===== config.mk =====
export PLATFORM = sky130hd
export DESIGN_NAME = touch_region_hit_table_core
export DESIGN_NICKNAME = d
export VERILOG_FILES = /design/src/design/trht_pkg.sv /design/src/design/trht_ram.sv /design/src/design/trht_seq.sv /design/src/design/touch_region_hit_table_core.sv
export SDC_FILE = /design/constraint.sdc
export NUM_CORES = 2
export LEC_CHECK = 0
export BUFFER_PORTS_ARGS = -buffer_cell sky130_fd_sc_hd__buf_2
export CORE_UTILIZATION = 30
export CTS_BUF_LIST = sky130_fd_sc_hd__clkbuf_16
export CTS_CLUSTER_DIAMETER = 40
export CTS_CLUSTER_SIZE = 28
export DETAILED_ROUTE_END_ITERATION = 7
export PLACE_DENSITY_LB_ADDON = 0.15
export SLEW_MARGIN = 10
export SYNTH_ARGS = -nofsm -noshare
export SYNTH_HDL_FRONTEND = slang
export SYNTH_HIERARCHICAL = 1
export SYNTH_SLANG_ARGS = --single-unit

===== constraint.sdc =====
create_clock -name i_clk -period 15.4 [get_ports i_clk]
set_input_delay 2.31 -clock i_clk [delete_from_list [all_inputs] [get_ports i_clk]]
set_output_delay 2.31 -clock i_clk [all_outputs]
set_load 0.05 [all_outputs]

===== src/design/trht_pkg.sv =====
// Shared types, codes and field layouts of the touch region hit table.
package trht_pkg;

    // Operation codes carried on the input tuser
    localparam logic [1:0] OP_CLEAR   = 2'd0;
    localparam logic [1:0] OP_ADD     = 2'd1;
    localparam logic [1:0] OP_PRESS   = 2'd2;
    localparam logic [1:0] OP_RELEASE = 2'd3;

    // Event codes carried on the output tuser
    localparam logic [1:0] EV_NONE    = 2'd0;
    localparam logic [1:0] EV_CLICK   = 2'd1;
    localparam logic [1:0] EV_RELEASE = 2'd2;
    localparam logic [1:0] EV_LOST    = 2'd3;

    localparam int IN_TDATA_W  = 112;
    localparam int OUT_TDATA_W = 48;
    localparam int COUNT_W     = 5;

    // One request, last member in the lowest bits
    typedef struct packed {
        logic [15:0] touch_y;
        logic [15:0] touch_x;
        logic        has_release_action;
        logic        has_press_action;
        logic [7:0]  area_tag;
        logic [15:0] bottom;
        logic [15:0] right;
        logic [15:0] top;
        logic [15:0] left;
    } t_item;

    // One table entry as stored in the RAM
    typedef struct packed {
        logic        down;
        logic        rel_act;
        logic        press_act;
        logic [7:0]  tag;
        logic [15:0] bottom;
        logic [15:0] right;
        logic [15:0] top;
        logic [15:0] left;
    } t_entry;

    // Result fields that travel in the output tdata
    typedef struct packed {
        logic [COUNT_W-1:0] area_count;
        logic               add_ok;
        logic               handled;
        logic [15:0]        event_y;
        logic [15:0]        event_x;
        logic [7:0]         hit_tag;
    } t_res_data;

    typedef struct packed {
        logic [1:0] event_res;
        t_res_data  data;
    } t_result;

endpackage


===== src/design/trht_ram.sv =====
// Generic single-port-write, single-port-read RAM with registered read data.
module trht_ram #(
    parameter int WIDTH = 8,
    parameter int DEPTH = 16
) (
    input  logic                                       i_clk,
    input  logic                                       i_we,
    input  logic [((DEPTH > 1) ? $clog2(DEPTH) : 1)-1:0] i_wr_addr,
    input  logic [WIDTH-1:0]                           i_wr_data,
    input  logic [((DEPTH > 1) ? $clog2(DEPTH) : 1)-1:0] i_rd_addr,
    output logic [WIDTH-1:0]                           o_rd_data
);

    logic [WIDTH-1:0] mem [DEPTH];
    logic [WIDTH-1:0] r_rd_data;

    // Write, and register the read data
    always_ff @(posedge i_clk) begin
        if (i_we) begin
            mem[i_wr_addr] <= i_wr_data;
        end
        r_rd_data <= mem[i_rd_addr];
    end

    assign o_rd_data = r_rd_data;

endmodule


===== src/design/trht_seq.sv =====
// Request sequencer: table count, add writes and the read-modify-write entry scan.
module trht_seq
    import trht_pkg::*;
#(
    parameter int MAX_AREAS = 16
) (
    input  logic                                           i_clk,
    input  logic                                           i_rst_n,
    input  logic                                           i_in_valid,
    output logic                                           o_in_ready,
    input  logic [1:0]                                     i_op,
    input  t_item                                          i_item,
    input  logic                                           i_lfe,
    output logic [((MAX_AREAS > 1) ? $clog2(MAX_AREAS) : 1)-1:0] o_rd_addr,
    input  t_entry                                         i_rd_data,
    output logic                                           o_we,
    output logic [((MAX_AREAS > 1) ? $clog2(MAX_AREAS) : 1)-1:0] o_wr_addr,
    output t_entry                                         o_wr_data,
    output logic                                           o_res_valid,
    input  logic                                           i_res_take,
    output t_result                                        o_res
);

    localparam int AW = (MAX_AREAS > 1) ? $clog2(MAX_AREAS) : 1;
    localparam int CW = $clog2(MAX_AREAS + 1);

    localparam logic [1:0] S_IDLE = 2'd0;
    localparam logic [1:0] S_SCAN = 2'd1;
    localparam logic [1:0] S_FIN  = 2'd2;

    logic [1:0]    r_state, n_state;
    logic [CW-1:0] r_count, n_count;
    logic [AW-1:0] r_eidx, n_eidx;
    logic [1:0]    r_op, n_op;
    logic [15:0]   r_x, n_x;
    logic [15:0]   r_y, n_y;
    logic [1:0]    r_ev, n_ev;
    logic [7:0]    r_tag, n_tag;
    logic          r_handled, n_handled;
    logic          r_ok, n_ok;

    logic   hit;
    logic   last;
    logic   stop;
    logic   touch_op;
    t_entry new_entry;

    // Containment of the touch point in the entry just read
    assign hit = (r_x >= i_rd_data.left) && (r_x <= i_rd_data.right) &&
                 (r_y >= i_rd_data.top)  && (r_y <= i_rd_data.bottom);
    assign last = (CW'(CW'(r_eidx) + CW'(1)) == r_count);
    assign touch_op = (r_op == OP_PRESS) || (r_op == OP_RELEASE);

    // Fresh entry built from an add request
    always_comb begin
        new_entry           = '0;
        new_entry.left      = i_item.left;
        new_entry.top       = i_item.top;
        new_entry.right     = i_item.right;
        new_entry.bottom    = i_item.bottom;
        new_entry.tag       = i_item.area_tag;
        new_entry.press_act = i_item.has_press_action;
        new_entry.rel_act   = i_item.has_release_action;
        new_entry.down      = 1'b0;
    end

    // Next state, RAM access and result bookkeeping
    always_comb begin
        n_state   = r_state;
        n_count   = r_count;
        n_eidx    = r_eidx;
        n_op      = r_op;
        n_x       = r_x;
        n_y       = r_y;
        n_ev      = r_ev;
        n_tag     = r_tag;
        n_handled = r_handled;
        n_ok      = r_ok;
        stop      = 1'b0;
        o_rd_addr = AW'(r_eidx + AW'(1));
        o_we      = 1'b0;
        o_wr_addr = AW'(r_count);
        o_wr_data = new_entry;

        unique case (r_state)
            S_IDLE: begin
                o_rd_addr = '0;
                if (i_in_valid) begin
                    n_op      = i_op;
                    n_x       = i_item.touch_x;
                    n_y       = i_item.touch_y;
                    n_ev      = EV_NONE;
                    n_tag     = '0;
                    n_handled = 1'b0;
                    n_ok      = 1'b0;
                    n_eidx    = '0;
                    unique case (i_op)
                        OP_CLEAR: begin
                            n_count = '0;
                            n_state = S_FIN;
                        end
                        OP_ADD: begin
                            if (r_count < CW'(MAX_AREAS)) begin
                                o_we    = 1'b1;
                                n_count = CW'(r_count + CW'(1));
                                n_ok    = 1'b1;
                            end
                            n_state = S_FIN;
                        end
                        default: begin
                            n_state = (r_count == '0) ? S_FIN : S_SCAN;
                        end
                    endcase
                end
            end
            S_SCAN: begin
                // Read data holds entry r_eidx; write it back when it changes
                o_wr_addr = r_eidx;
                o_wr_data = i_rd_data;
                if (r_op == OP_PRESS) begin
                    if (hit) begin
                        o_we           = 1'b1;
                        o_wr_data.down = 1'b1;
                        if (i_rd_data.press_act) begin
                            stop      = 1'b1;
                            n_ev      = EV_CLICK;
                            n_tag     = i_rd_data.tag;
                            n_handled = 1'b1;
                        end
                    end
                end else begin
                    if (hit && i_rd_data.down) begin
                        o_we           = 1'b1;
                        o_wr_data.down = 1'b0;
                        if (i_rd_data.rel_act) begin
                            stop      = 1'b1;
                            n_ev      = EV_RELEASE;
                            n_tag     = i_rd_data.tag;
                            n_handled = 1'b1;
                        end
                    end
                end
                if (stop || last) begin
                    n_state = S_FIN;
                end else begin
                    n_eidx = AW'(r_eidx + AW'(1));
                end
            end
            S_FIN: begin
                if (i_res_take) begin
                    n_state = S_IDLE;
                end
            end
            default: begin
                n_state = S_IDLE;
            end
        endcase
    end

    // Control state under reset, payload free running
    always_ff @(posedge i_clk) begin
        if (!i_rst_n) begin
            r_state <= S_IDLE;
            r_count <= '0;
        end else begin
            r_state <= n_state;
            r_count <= n_count;
        end
        r_eidx    <= n_eidx;
        r_op      <= n_op;
        r_x       <= n_x;
        r_y       <= n_y;
        r_ev      <= n_ev;
        r_tag     <= n_tag;
        r_handled <= n_handled;
        r_ok      <= n_ok;
    end

    assign o_in_ready  = (r_state == S_IDLE);
    assign o_res_valid = (r_state == S_FIN);

    // Assemble the result; an unhandled press may report lost focus
    always_comb begin
        o_res.event_res = r_ev;
        if ((r_op == OP_PRESS) && !r_handled && i_lfe) begin
            o_res.event_res = EV_LOST;
        end
        o_res.data.hit_tag    = r_tag;
        o_res.data.event_x    = touch_op ? r_x : 16'd0;
        o_res.data.event_y    = touch_op ? r_y : 16'd0;
        o_res.data.handled    = r_handled;
        o_res.data.add_ok     = r_ok;
        o_res.data.area_count = COUNT_W'(r_count);
    end

endmodule


===== src/design/touch_region_hit_table_core.sv =====
// Top level of the touch region hit table: config register, entry RAM, sequencer, output stage.
//
// Keeps up to MAX_AREAS rectangles in one RAM and answers each request with one
// result. Clear and add pass from acceptance through S_FIN to the output
// register. Press and release scan the stored entries in order, one entry per
// cycle through the single RAM read port with read-modify-write of the
// held-down mark, and stop at the last entry or the first matching entry with an action.
// One request is in flight at a time; the next is accepted as soon as the
// result has moved into the output register, even while that result waits.
// Write the lost-focus enable only while no request is in flight.
module touch_region_hit_table_core
    import trht_pkg::*;
#(
    parameter int MAX_AREAS = 16
) (
    input  logic                   i_clk,
    input  logic                   i_rst_n,
    input  logic                   i_cfg_we,
    input  logic                   i_cfg_wdata,
    input  logic                   s_axis_tvalid,
    output logic                   s_axis_tready,
    // left, top, right, bottom, area_tag, has_press_action,
    // has_release_action, touch_x, touch_y, zero pad
    input  logic [IN_TDATA_W-1:0]  s_axis_tdata,
    // operation
    input  logic [1:0]             s_axis_tuser,
    output logic                   m_axis_tvalid,
    input  logic                   m_axis_tready,
    // hit_tag, event_x, event_y, handled, add_ok, area_count, zero pad
    output logic [OUT_TDATA_W-1:0] m_axis_tdata,
    // event_res
    output logic [1:0]             m_axis_tuser
);

    localparam int AW = (MAX_AREAS > 1) ? $clog2(MAX_AREAS) : 1;

    logic          r_lfe;
    logic          r_out_valid;
    t_result       r_out;
    logic [AW-1:0] rd_addr;
    logic [AW-1:0] wr_addr;
    logic          we;
    t_entry        wr_data;
    t_entry        rd_data;
    logic          res_valid;
    logic          res_take;
    t_result       res;
    t_item         item;

    assign item = t_item'(s_axis_tdata[$bits(t_item)-1:0]);

    // Hold the lost-focus enable
    always_ff @(posedge i_clk) begin
        if (!i_rst_n) begin
            r_lfe <= 1'b0;
        end else if (i_cfg_we) begin
            r_lfe <= i_cfg_wdata;
        end
    end

    trht_ram #(
        .WIDTH ($bits(t_entry)),
        .DEPTH (MAX_AREAS)
    ) u_ram (
        .i_clk     (i_clk),
        .i_we      (we),
        .i_wr_addr (wr_addr),
        .i_wr_data (wr_data),
        .i_rd_addr (rd_addr),
        .o_rd_data (rd_data)
    );

    trht_seq #(
        .MAX_AREAS (MAX_AREAS)
    ) u_seq (
        .i_clk       (i_clk),
        .i_rst_n     (i_rst_n),
        .i_in_valid  (s_axis_tvalid),
        .o_in_ready  (s_axis_tready),
        .i_op        (s_axis_tuser),
        .i_item      (item),
        .i_lfe       (r_lfe),
        .o_rd_addr   (rd_addr),
        .i_rd_data   (rd_data),
        .o_we        (we),
        .o_wr_addr   (wr_addr),
        .o_wr_data   (wr_data),
        .o_res_valid (res_valid),
        .i_res_take  (res_take),
        .o_res       (res)
    );

    // Load the output register whenever it is empty or being drained
    assign res_take = !r_out_valid || m_axis_tready;

    always_ff @(posedge i_clk) begin
        if (!i_rst_n) begin
            r_out_valid <= 1'b0;
        end else if (res_take) begin
            r_out_valid <= res_valid;
        end
        if (res_take && res_valid) begin
            r_out <= res;
        end
    end

    assign m_axis_tvalid = r_out_valid;
    assign m_axis_tuser  = r_out.event_res;
    assign m_axis_tdata  = OUT_TDATA_W'(r_out.data);

endmodule


==> Word level (Yosys, flattened, before mapping) <==
Memory sizes are Yosys's and may differ from the RTL's. A register that Yosys moved wholly into a read port is not among the register bits.
Index checks and enable logic that the tools add are counted.
{ "classes": {"add_sub_neg": 3, "multipliers": 0, "div_mod_pow": 0, "n_lt_le_gt_ge": 5, "n_eq_ne": 15, "shifts": 0, "n_mux": 53, "bitwise": 0, "reduce_logical": 23} }
{ "ops": {"columns": ["op", "n"], "rows": [
  ["two-way mux 75 bit", 1],
  ["two-way mux 8 bit", 6],
  ["greater-or-equal comparator 16 bit", 2],
  ["less-or-equal comparator 16 bit", 2],
  ["two-way mux 1 bit", 23],
  ["two-way mux 2 bit", 11],
  ["two-way mux 4 bit", 4],
  ["case mux 8 bit (2 select lines)", 1],
  ["case mux 5 bit (2 select lines)", 1],
  ["case mux 4 bit (2 select lines)", 1],
  ["logical AND 1 bit", 7],
  ["equality test 2 bit, second input constant", 3],
  ["inequality test 2 x 1 -> 1 bit, second input constant", 3],
  ["inequality test 3 x 2 -> 1 bit, second input constant", 2],
  ["case mux 2 bit (3 select lines)", 1],
  ["AND reduction 3 bit", 2],
  ["AND reduction 6 bit", 1],
  ["adder 4 x 1 -> 5 bit, second input constant", 1],
  ["adder 5 x 1 -> 5 bit, second input constant", 1],
  ["equality test 5 bit", 1],
  ["logical NOT 5 bit", 1],
  ["< comparator 5 bit, second input constant", 1],
  ["two-way mux 5 bit", 1],
  ["adder 4 x 1 -> 4 bit, second input constant", 1],
  ["13 further kinds", 21]
]} }
{ "totals": {"register_bits": 108, "latchBits": 0, "mem_bits_rw": 1200, "rom_bits": 0, "inputBits": 120, "out_inout_bits": 52, "wordCells": 119, "memories": 1} }
{ "memory_table": {"columns": ["memory", "words", "word_bits", "rd", "rd_clocked_by_memory_dff", "wr", "line", "rtl"], "rows": [
  ["u_ram.mem", 16, 75, 1, 1, 1, "trht_ram.sv:14", "logic [WIDTH-1:0] mem [DEPTH];"]
]} }

==> Logic depth before layout (Yosys ltp) <==
{ "logic_depth": {"word_depth": 11, "mapped_depth": 11, "mapped_depth_nobuf": 11} }

==> Modules after synthesis <==
Netlist, hierarchy kept.
{ "by_module_without_submodules": {"columns": ["mod", "instances", "cells_per_inst", "area_per_inst_um2", "seq_area_each_um2"], "rows": [
  ["trht_ram", 1, 1926, 46319.4, 37536.0],
  ["trht_seq", 1, 575, 4735.8, 1641.6],
  ["touch_region_hit_table_core", 1, 59, 1576.5, 1511.4]
]} }

==> Worst setup path after synthesis <==
Ideal clock, no wire load.
{ "synth_path": {"path_type": "input port to flip-flop", "start": "in s_axis_tuser[1]", "end": "mem u_ram/mem[0][0] in the netlist's numbering (enable)", "setup_time_ps": 600, "arrival_time_ps": 8463, "required_ps": 14800, "path_slack_ps": 6337, "stages": 5, "n_path_buf": 0, "path_cell_list": "nor3b_1 > and3_1 > o21bai_1 > or3b_2 > nor3_1"} }
{ "synth_via": {"elab_chain_cells": 6} }
{ "synth_lines": {"columns": ["item", "line", "rtl"], "rows": [
  ["start, declared", "touch_region_hit_table_core.sv:26", "input logic [1:0] s_axis_tuser,"],
  ["equality test 2 x 1 -> 1 bit", "trht_seq.sv:97", "unique case (i_op)"],
  ["two-way mux 1 bit", "trht_seq.sv:97", null],
  ["two-way mux 1 bit", "trht_seq.sv:88", "if (i_in_valid) begin"],
  ["case mux 1 bit (2 select lines)", "trht_seq.sv:85", "unique case (r_state)"],
  ["net we", "touch_region_hit_table_core.sv:42", "logic we;"],
  ["two-way mux 1 bit", "trht_ram.sv:19", "if (i_we) begin"],
  ["two-way mux 1 bit (implied by the code)", "trht_ram.sv:20", "mem[i_wr_addr] <= i_wr_data;"],
  ["end, declared", "trht_ram.sv:14", null]
]} }
The timed path passes the listed nets, and every way through them passes these cells.

==> Worst setup path in the final report <==
{ "layout_path": {"start": "reg u_seq.r_x[14]", "end": "mem u_ram/mem[14][73] in the netlist's numbering (enable)"} }
{ "layout_via": {"elab_chain_cells": 10, "elab_cells_between_ends": 12, "cone_classes": "2 x order compare; 6 x mux; 4 x reduce/logical"} }
{ "layout_lines": {"columns": ["item", "line", "rtl"], "rows": [
  ["start, declared", "trht_seq.sv:35", "logic [15:0] r_x, n_x;"],
  ["start signal, assigned", "trht_seq.sv:171", "r_x <= n_x;"],
  ["greater-or-equal comparator 16 bit or less-or-equal comparator 16 bit (tied branches)", "trht_seq.sv:49", "assign hit = (r_x >= i_rd_data.left) && (r_x <= i_rd_data.right) &&"],
  ["logical AND 1 bit (*) (2 in a row)", "trht_seq.sv:49", null],
  ["logical AND 1 bit (*)", "trht_seq.sv:50", "(r_y >= i_rd_data.top) && (r_y <= i_rd_data.bottom);"],
  ["logical AND 1 bit", "trht_seq.sv:132", "if (hit && i_rd_data.down) begin"],
  ["two-way mux 1 bit", "trht_seq.sv:132", null],
  ["two-way mux 1 bit (*)", "trht_seq.sv:120", "if (r_op == OP_PRESS) begin"],
  ["case mux 1 bit (2 select lines) (*)", "trht_seq.sv:85", null],
  ["net we", "touch_region_hit_table_core.sv:42", null],
  ["two-way mux 1 bit (*)", "trht_ram.sv:19", null],
  ["two-way mux 1 bit (implied by the code) (*)", "trht_ram.sv:20", null]
]} }
Mark *: on every way through the listed nets, which the timed path passes. The rest lies on a longest branch.

==> impl.org <==
** Synth
- Sequential cell area fraction in the yosys report :: 77.31%
- After synthesis, the share of flip-flops with an asynchronous set or reset is 0%.
- Count of flip-flops with a built-in enable after synthesis :: 1,299
- Count of warnings emitted by yosys :: 6
- Cell Area, Synth :: 52,630 sq um
- Counting every net in the synthesized netlist gives 2,747.
- In this run, distinct cell masters in the synthesized netlist total 61.
- Number of standard cells after synthesis :: around 2,600
- Primary FF master, synth :: sky130_fd_sc_hd__edfxtp_1
- Synthesized area per cell :: 20.56 sq um
- The synthesized design contains 1,383 register bits.

** Route
- The final layout contains routed wiring with a total length of 150,000 microns.
- Antenna violation net count after detailed routing :: 0
- The first routing iteration left 2,161 violations.
- WL/cell :: approximately 28 microns
- In the routed design, unresolved DRC markers number 0.
- The pre-antenna-repair detailed-routing pass consisted of 5 iterations.
- Using the TritonRoute via totals, the vias-per-cell ratio works out to 4.900.
- For this block, the via count after detailed routing is about 27,000.

** Place
- Half-perimeter wire length after detailed placement :: 82,680 microns
- The count of buffers added on input and output ports is 164.
- The congestion estimate from routability-driven global placement came to between 0.7 and 0.8.

** Critical path
- Crit Path Class :: reg -> reg
- In this run the worst path has a maximum fanout of 28.
- The worst register-to-register path begins at u_seq/r_x[14].
- Counting stages on the worst path, the most repeated cell is sky130_fd_sc_hd__buf_4.
- At the worst endpoint, the arrival time is 6850 ps.
- In this design, the stage delay of the slowest critical-path cell is 980 ps.
- Startpoint type of the worst setup path :: register
- The critical path goes through ha_1 -> nand4_1 -> inv_1 -> a221oi_1 -> nor2_1 -> a211oi_2 -> nand2_1 -> o21bai_1 -> nand3_1 -> nor2_4 -> buf_4 -> buf_4.
- Crit. End Element :: register
- The slowest stage of the critical path belongs to the cell sky130_fd_sc_hd__nor2_4.
- Start point of the critical path :: u_seq/r_x[14]
- At the worst endpoint, the required time is 15,840 ps.
- In this run the register-to-register setup slack is around 9000 ps.

** Clock tree
- Insertion delay of the later-clocked pin in the worst-skew pair :: 840 ps
- TritonCTS created 205 clock buffers.
- Clock transition at path regs :: 50 ps
- Once the clock tree was built, the setup fixing pass inserted 0 buffers.
- Total number of clock tree sinks :: 1,383
- TritonCTS clock tree :: yes
- Buffers inserted to repair hold after CTS numbered 0.
- Maximum number of buffers from clock root to sink :: 3
- The cell sitting at the root of the clock tree is a sky130_fd_sc_hd__clkbuf_16.
- Number of H-tree levels :: 4
- Post-cts resize count :: 0

** STA
- Headroom to the max-slew limit came out at 22.89%.
- Setup violations remaining at the end of the flow were counted as 0.
- The final max-slew violation count is 0.
- Final count of hold timing violations :: 0
- Hold slack :: 408.7 ps
- For the pin with the worst max-slew slack, the measured transition is 1154 ps.
- Final total negative setup slack :: 0 ps
- Fmax :: between 0.15 and 0.2 GHz
- Clock skew on the completed layout was measured at approximately 57 ps.
- Unrepaired setup endpoints after global routing :: no
- After layout, the worst path uses 41.57% of the clock period.
- The worst path needs 6402 ps of the cycle, external delays included.

** Min path
- Hold Crit Start :: u_seq/r_tag[7]
- Type of the worst min-delay path :: reg -> reg

** Job
- Max-cap violations in this run came to 0.

** Layout
- Net count, final :: 3,094
- Leading cell type in the layout, fill and taps excluded :: sky130_fd_sc_hd__edfxtp_1
- Area growth from synthesis to layout :: 21.17%
- Most frequent cells in the layout :: sky130_fd_sc_hd__edfxtp_1, sky130_fd_sc_hd__mux4_2, sky130_fd_sc_hd__clkbuf_16
- Across the whole layout, storage elements account for 40,690 sq um.
- In the final layout, the multi-input gates occupy 11,240 sq um.
- The layout has approximately 16,000 filler cells.
- Measured on the finished design, the core utilization comes to 36.65%.
- Ratio of cells with drive above 1 in the final layout :: 30.53%

** Power
- Power spread over the standard cell area amounts to 148.0 nW/um^2.
- VDD sags by at most 84.59 uV.
- Total power :: between 9000 and 10,000 uW
- Leakage :: around 0.021 uW

** Die
- Die outline width :: 420.9 microns
- Total core area :: 174,000 sq um
- The floorplan has 153 rows.
- Floorplan die height :: ~420 microns
- The initial utilization of the core area, before any placement, comes to 30.25%.
- The die covers roughly 180,000 sq um.
- Pin placement for this block handled 172 I/O pins.

** Global route
- The number of antenna violations at the first check in global routing was 9.
- Overall global routing resource usage :: 17.05%
- The first global-routing pass estimated 209,900 microns of wire.
- Entering global routing, the biggest net connects 134 pins.
- For this run the aggregate overflow at the end of global routing stands at 0.
- Vias in the first global route :: 28,610

** Run status
- The run finished with clean final reports.
==> cell type report <==
type | count | share of cell area (%)
Sequential cell | 1383 | 63.80
Multi-Input combinational cell | 981 | 17.62
Clock buffer | 207 | 8.122
Tap cell | 2325 | 4.561
Clock inverter | 182 | 2.947
Timing Repair Buffer | 264 | 2.523
Inverter | 72 | 0.4238
Antenna cell | 1 | 0.003924
==> flip-flops by register name, indices dropped and copies added (netlist names) <==
| register | cells |
|---|---|
| u_ram/mem | 1200 |
| u_ram/o_rd_data | 75 |
| m_axis_tdata | 47 |
| u_seq/r_x | 16 |
| u_seq/r_y | 16 |
| u_seq/r_tag | 8 |
| u_seq/r_count | 5 |
| u_seq/r_eidx | 4 |
| m_axis_tuser | 2 |
| u_seq/r_ev | 2 |
| u_seq/r_op | 2 |
| u_seq/r_state | 2 |
| m_axis_tvalid | 1 |
| r_lfe | 1 |
| u_seq/r_handled | 1 |
| u_seq/r_ok | 1 |
==> cells by family after synthesis <==
group,after synthesis,share of synthesized area (%)
flip-flops,1383,77.31
AND/OR/NAND/NOR,318,2.765
multiplexers,301,12.86
AO/OA/AOI/OAI,287,3.713
buffers and inverters,196,1.640
adder cells (fa/ha/maj),67,1.593
XOR/XNOR,7,0.1165
other,1,0.007125
==> synthesized netlist by cell type (2+ instances only) <==
cell type,number,area (sq um)
sky130_fd_sc_hd__ha_1,67,838.3
sky130_fd_sc_hd__o41ai_1,2,17.52
sky130_fd_sc_hd__o21ai_0,73,365.4
sky130_fd_sc_hd__nor3_1,5,25.02
sky130_fd_sc_hd__buf_1,17,63.81
sky130_fd_sc_hd__a21oi_1,23,115.1
sky130_fd_sc_hd__nand2_1,185,694.4
sky130_fd_sc_hd__a22oi_1,150,1126
sky130_fd_sc_hd__edfxtp_1,1299,39010
sky130_fd_sc_hd__a211oi_1,3,22.52
sky130_fd_sc_hd__nand2b_1,6,37.54
sky130_fd_sc_hd__a41oi_1,2,17.52
sky130_fd_sc_hd__inv_1,72,270.3
sky130_fd_sc_hd__nor2_1,32,120.1
sky130_fd_sc_hd__buf_2,9,45.04
sky130_fd_sc_hd__clkbuf_1,68,255.2
sky130_fd_sc_hd__nand4_1,11,68.82
sky130_fd_sc_hd__o211ai_1,4,30.03
sky130_fd_sc_hd__xor2_1,4,35.03
sky130_fd_sc_hd__nor4_1,3,18.77
sky130_fd_sc_hd__a221oi_1,4,35.03
sky130_fd_sc_hd__nor2b_1,8,50.05
sky130_fd_sc_hd__nor3b_1,2,15.01
sky130_fd_sc_hd__a21o_1,10,75.07
sky130_fd_sc_hd__and2_1,43,269.0
sky130_fd_sc_hd__buf_4,29,217.7
sky130_fd_sc_hd__nand3b_1,2,15.01
sky130_fd_sc_hd__and3_1,2,12.51
sky130_fd_sc_hd__dfxtp_1,84,1682
sky130_fd_sc_hd__or2_2,2,12.51
sky130_fd_sc_hd__nand3_1,8,40.04
sky130_fd_sc_hd__mux4_2,300,6756
sky130_fd_sc_hd__xnor2_1,3,26.28
==> worst max-delay path, delay by kind of cell, from the launching register on <==
family                     cells  cell delay [ps]
and+or+nand+nor                5             2000
buffers and inverters          3             1430
adders and majority gates      1              410
DFF                            1              610
AOI/OAI and AO/OA              3             1470
==> where the power goes <==
part           switching (uW)  leakage (uW)  total, uW  internal (uW)
Sequential               34.6        0.0125       4220           4190
Combinational             346       0.00513        543            197
Clock                    1810       0.00345       4670           2860
Total                    2190        0.0210       9440           7250
==> stage by stage <==
stage,std cells,cell area (sq um),setup slack [ps]
6_report,5415,63780,8998
5_1_grt,5414,63770,8799
4_1_cts,5394,63610,8837
3_5_place_dp,5005,56550,8848
3_3_place_gp,5004,56540,8886
2_1_floorplan,2560,52630,6337
==> final timing paths <==
kind | end | cells past startpoint
worst min-delay path | m_axis_tdata[7] | 0
worst max-delay path | u_ram/mem[14][73] | 12
worst max register to register | u_ram/mem[14][73] | 12
worst min register to register | m_axis_tdata[7] | 0
==> per-layer routing <==
layer  share of wire, %  routed length, microns  GRT usage, %  vias up
met4                3.9                    5818         7.223        0
met5                  0                       0             0        -
met2                 52                   78180         30.23      661
met3                3.9                    5903         2.911      235
li1                   -                       -             -    11260
met1                 40                   60070         20.35    14370
Power figures use the tool's default switching activity.
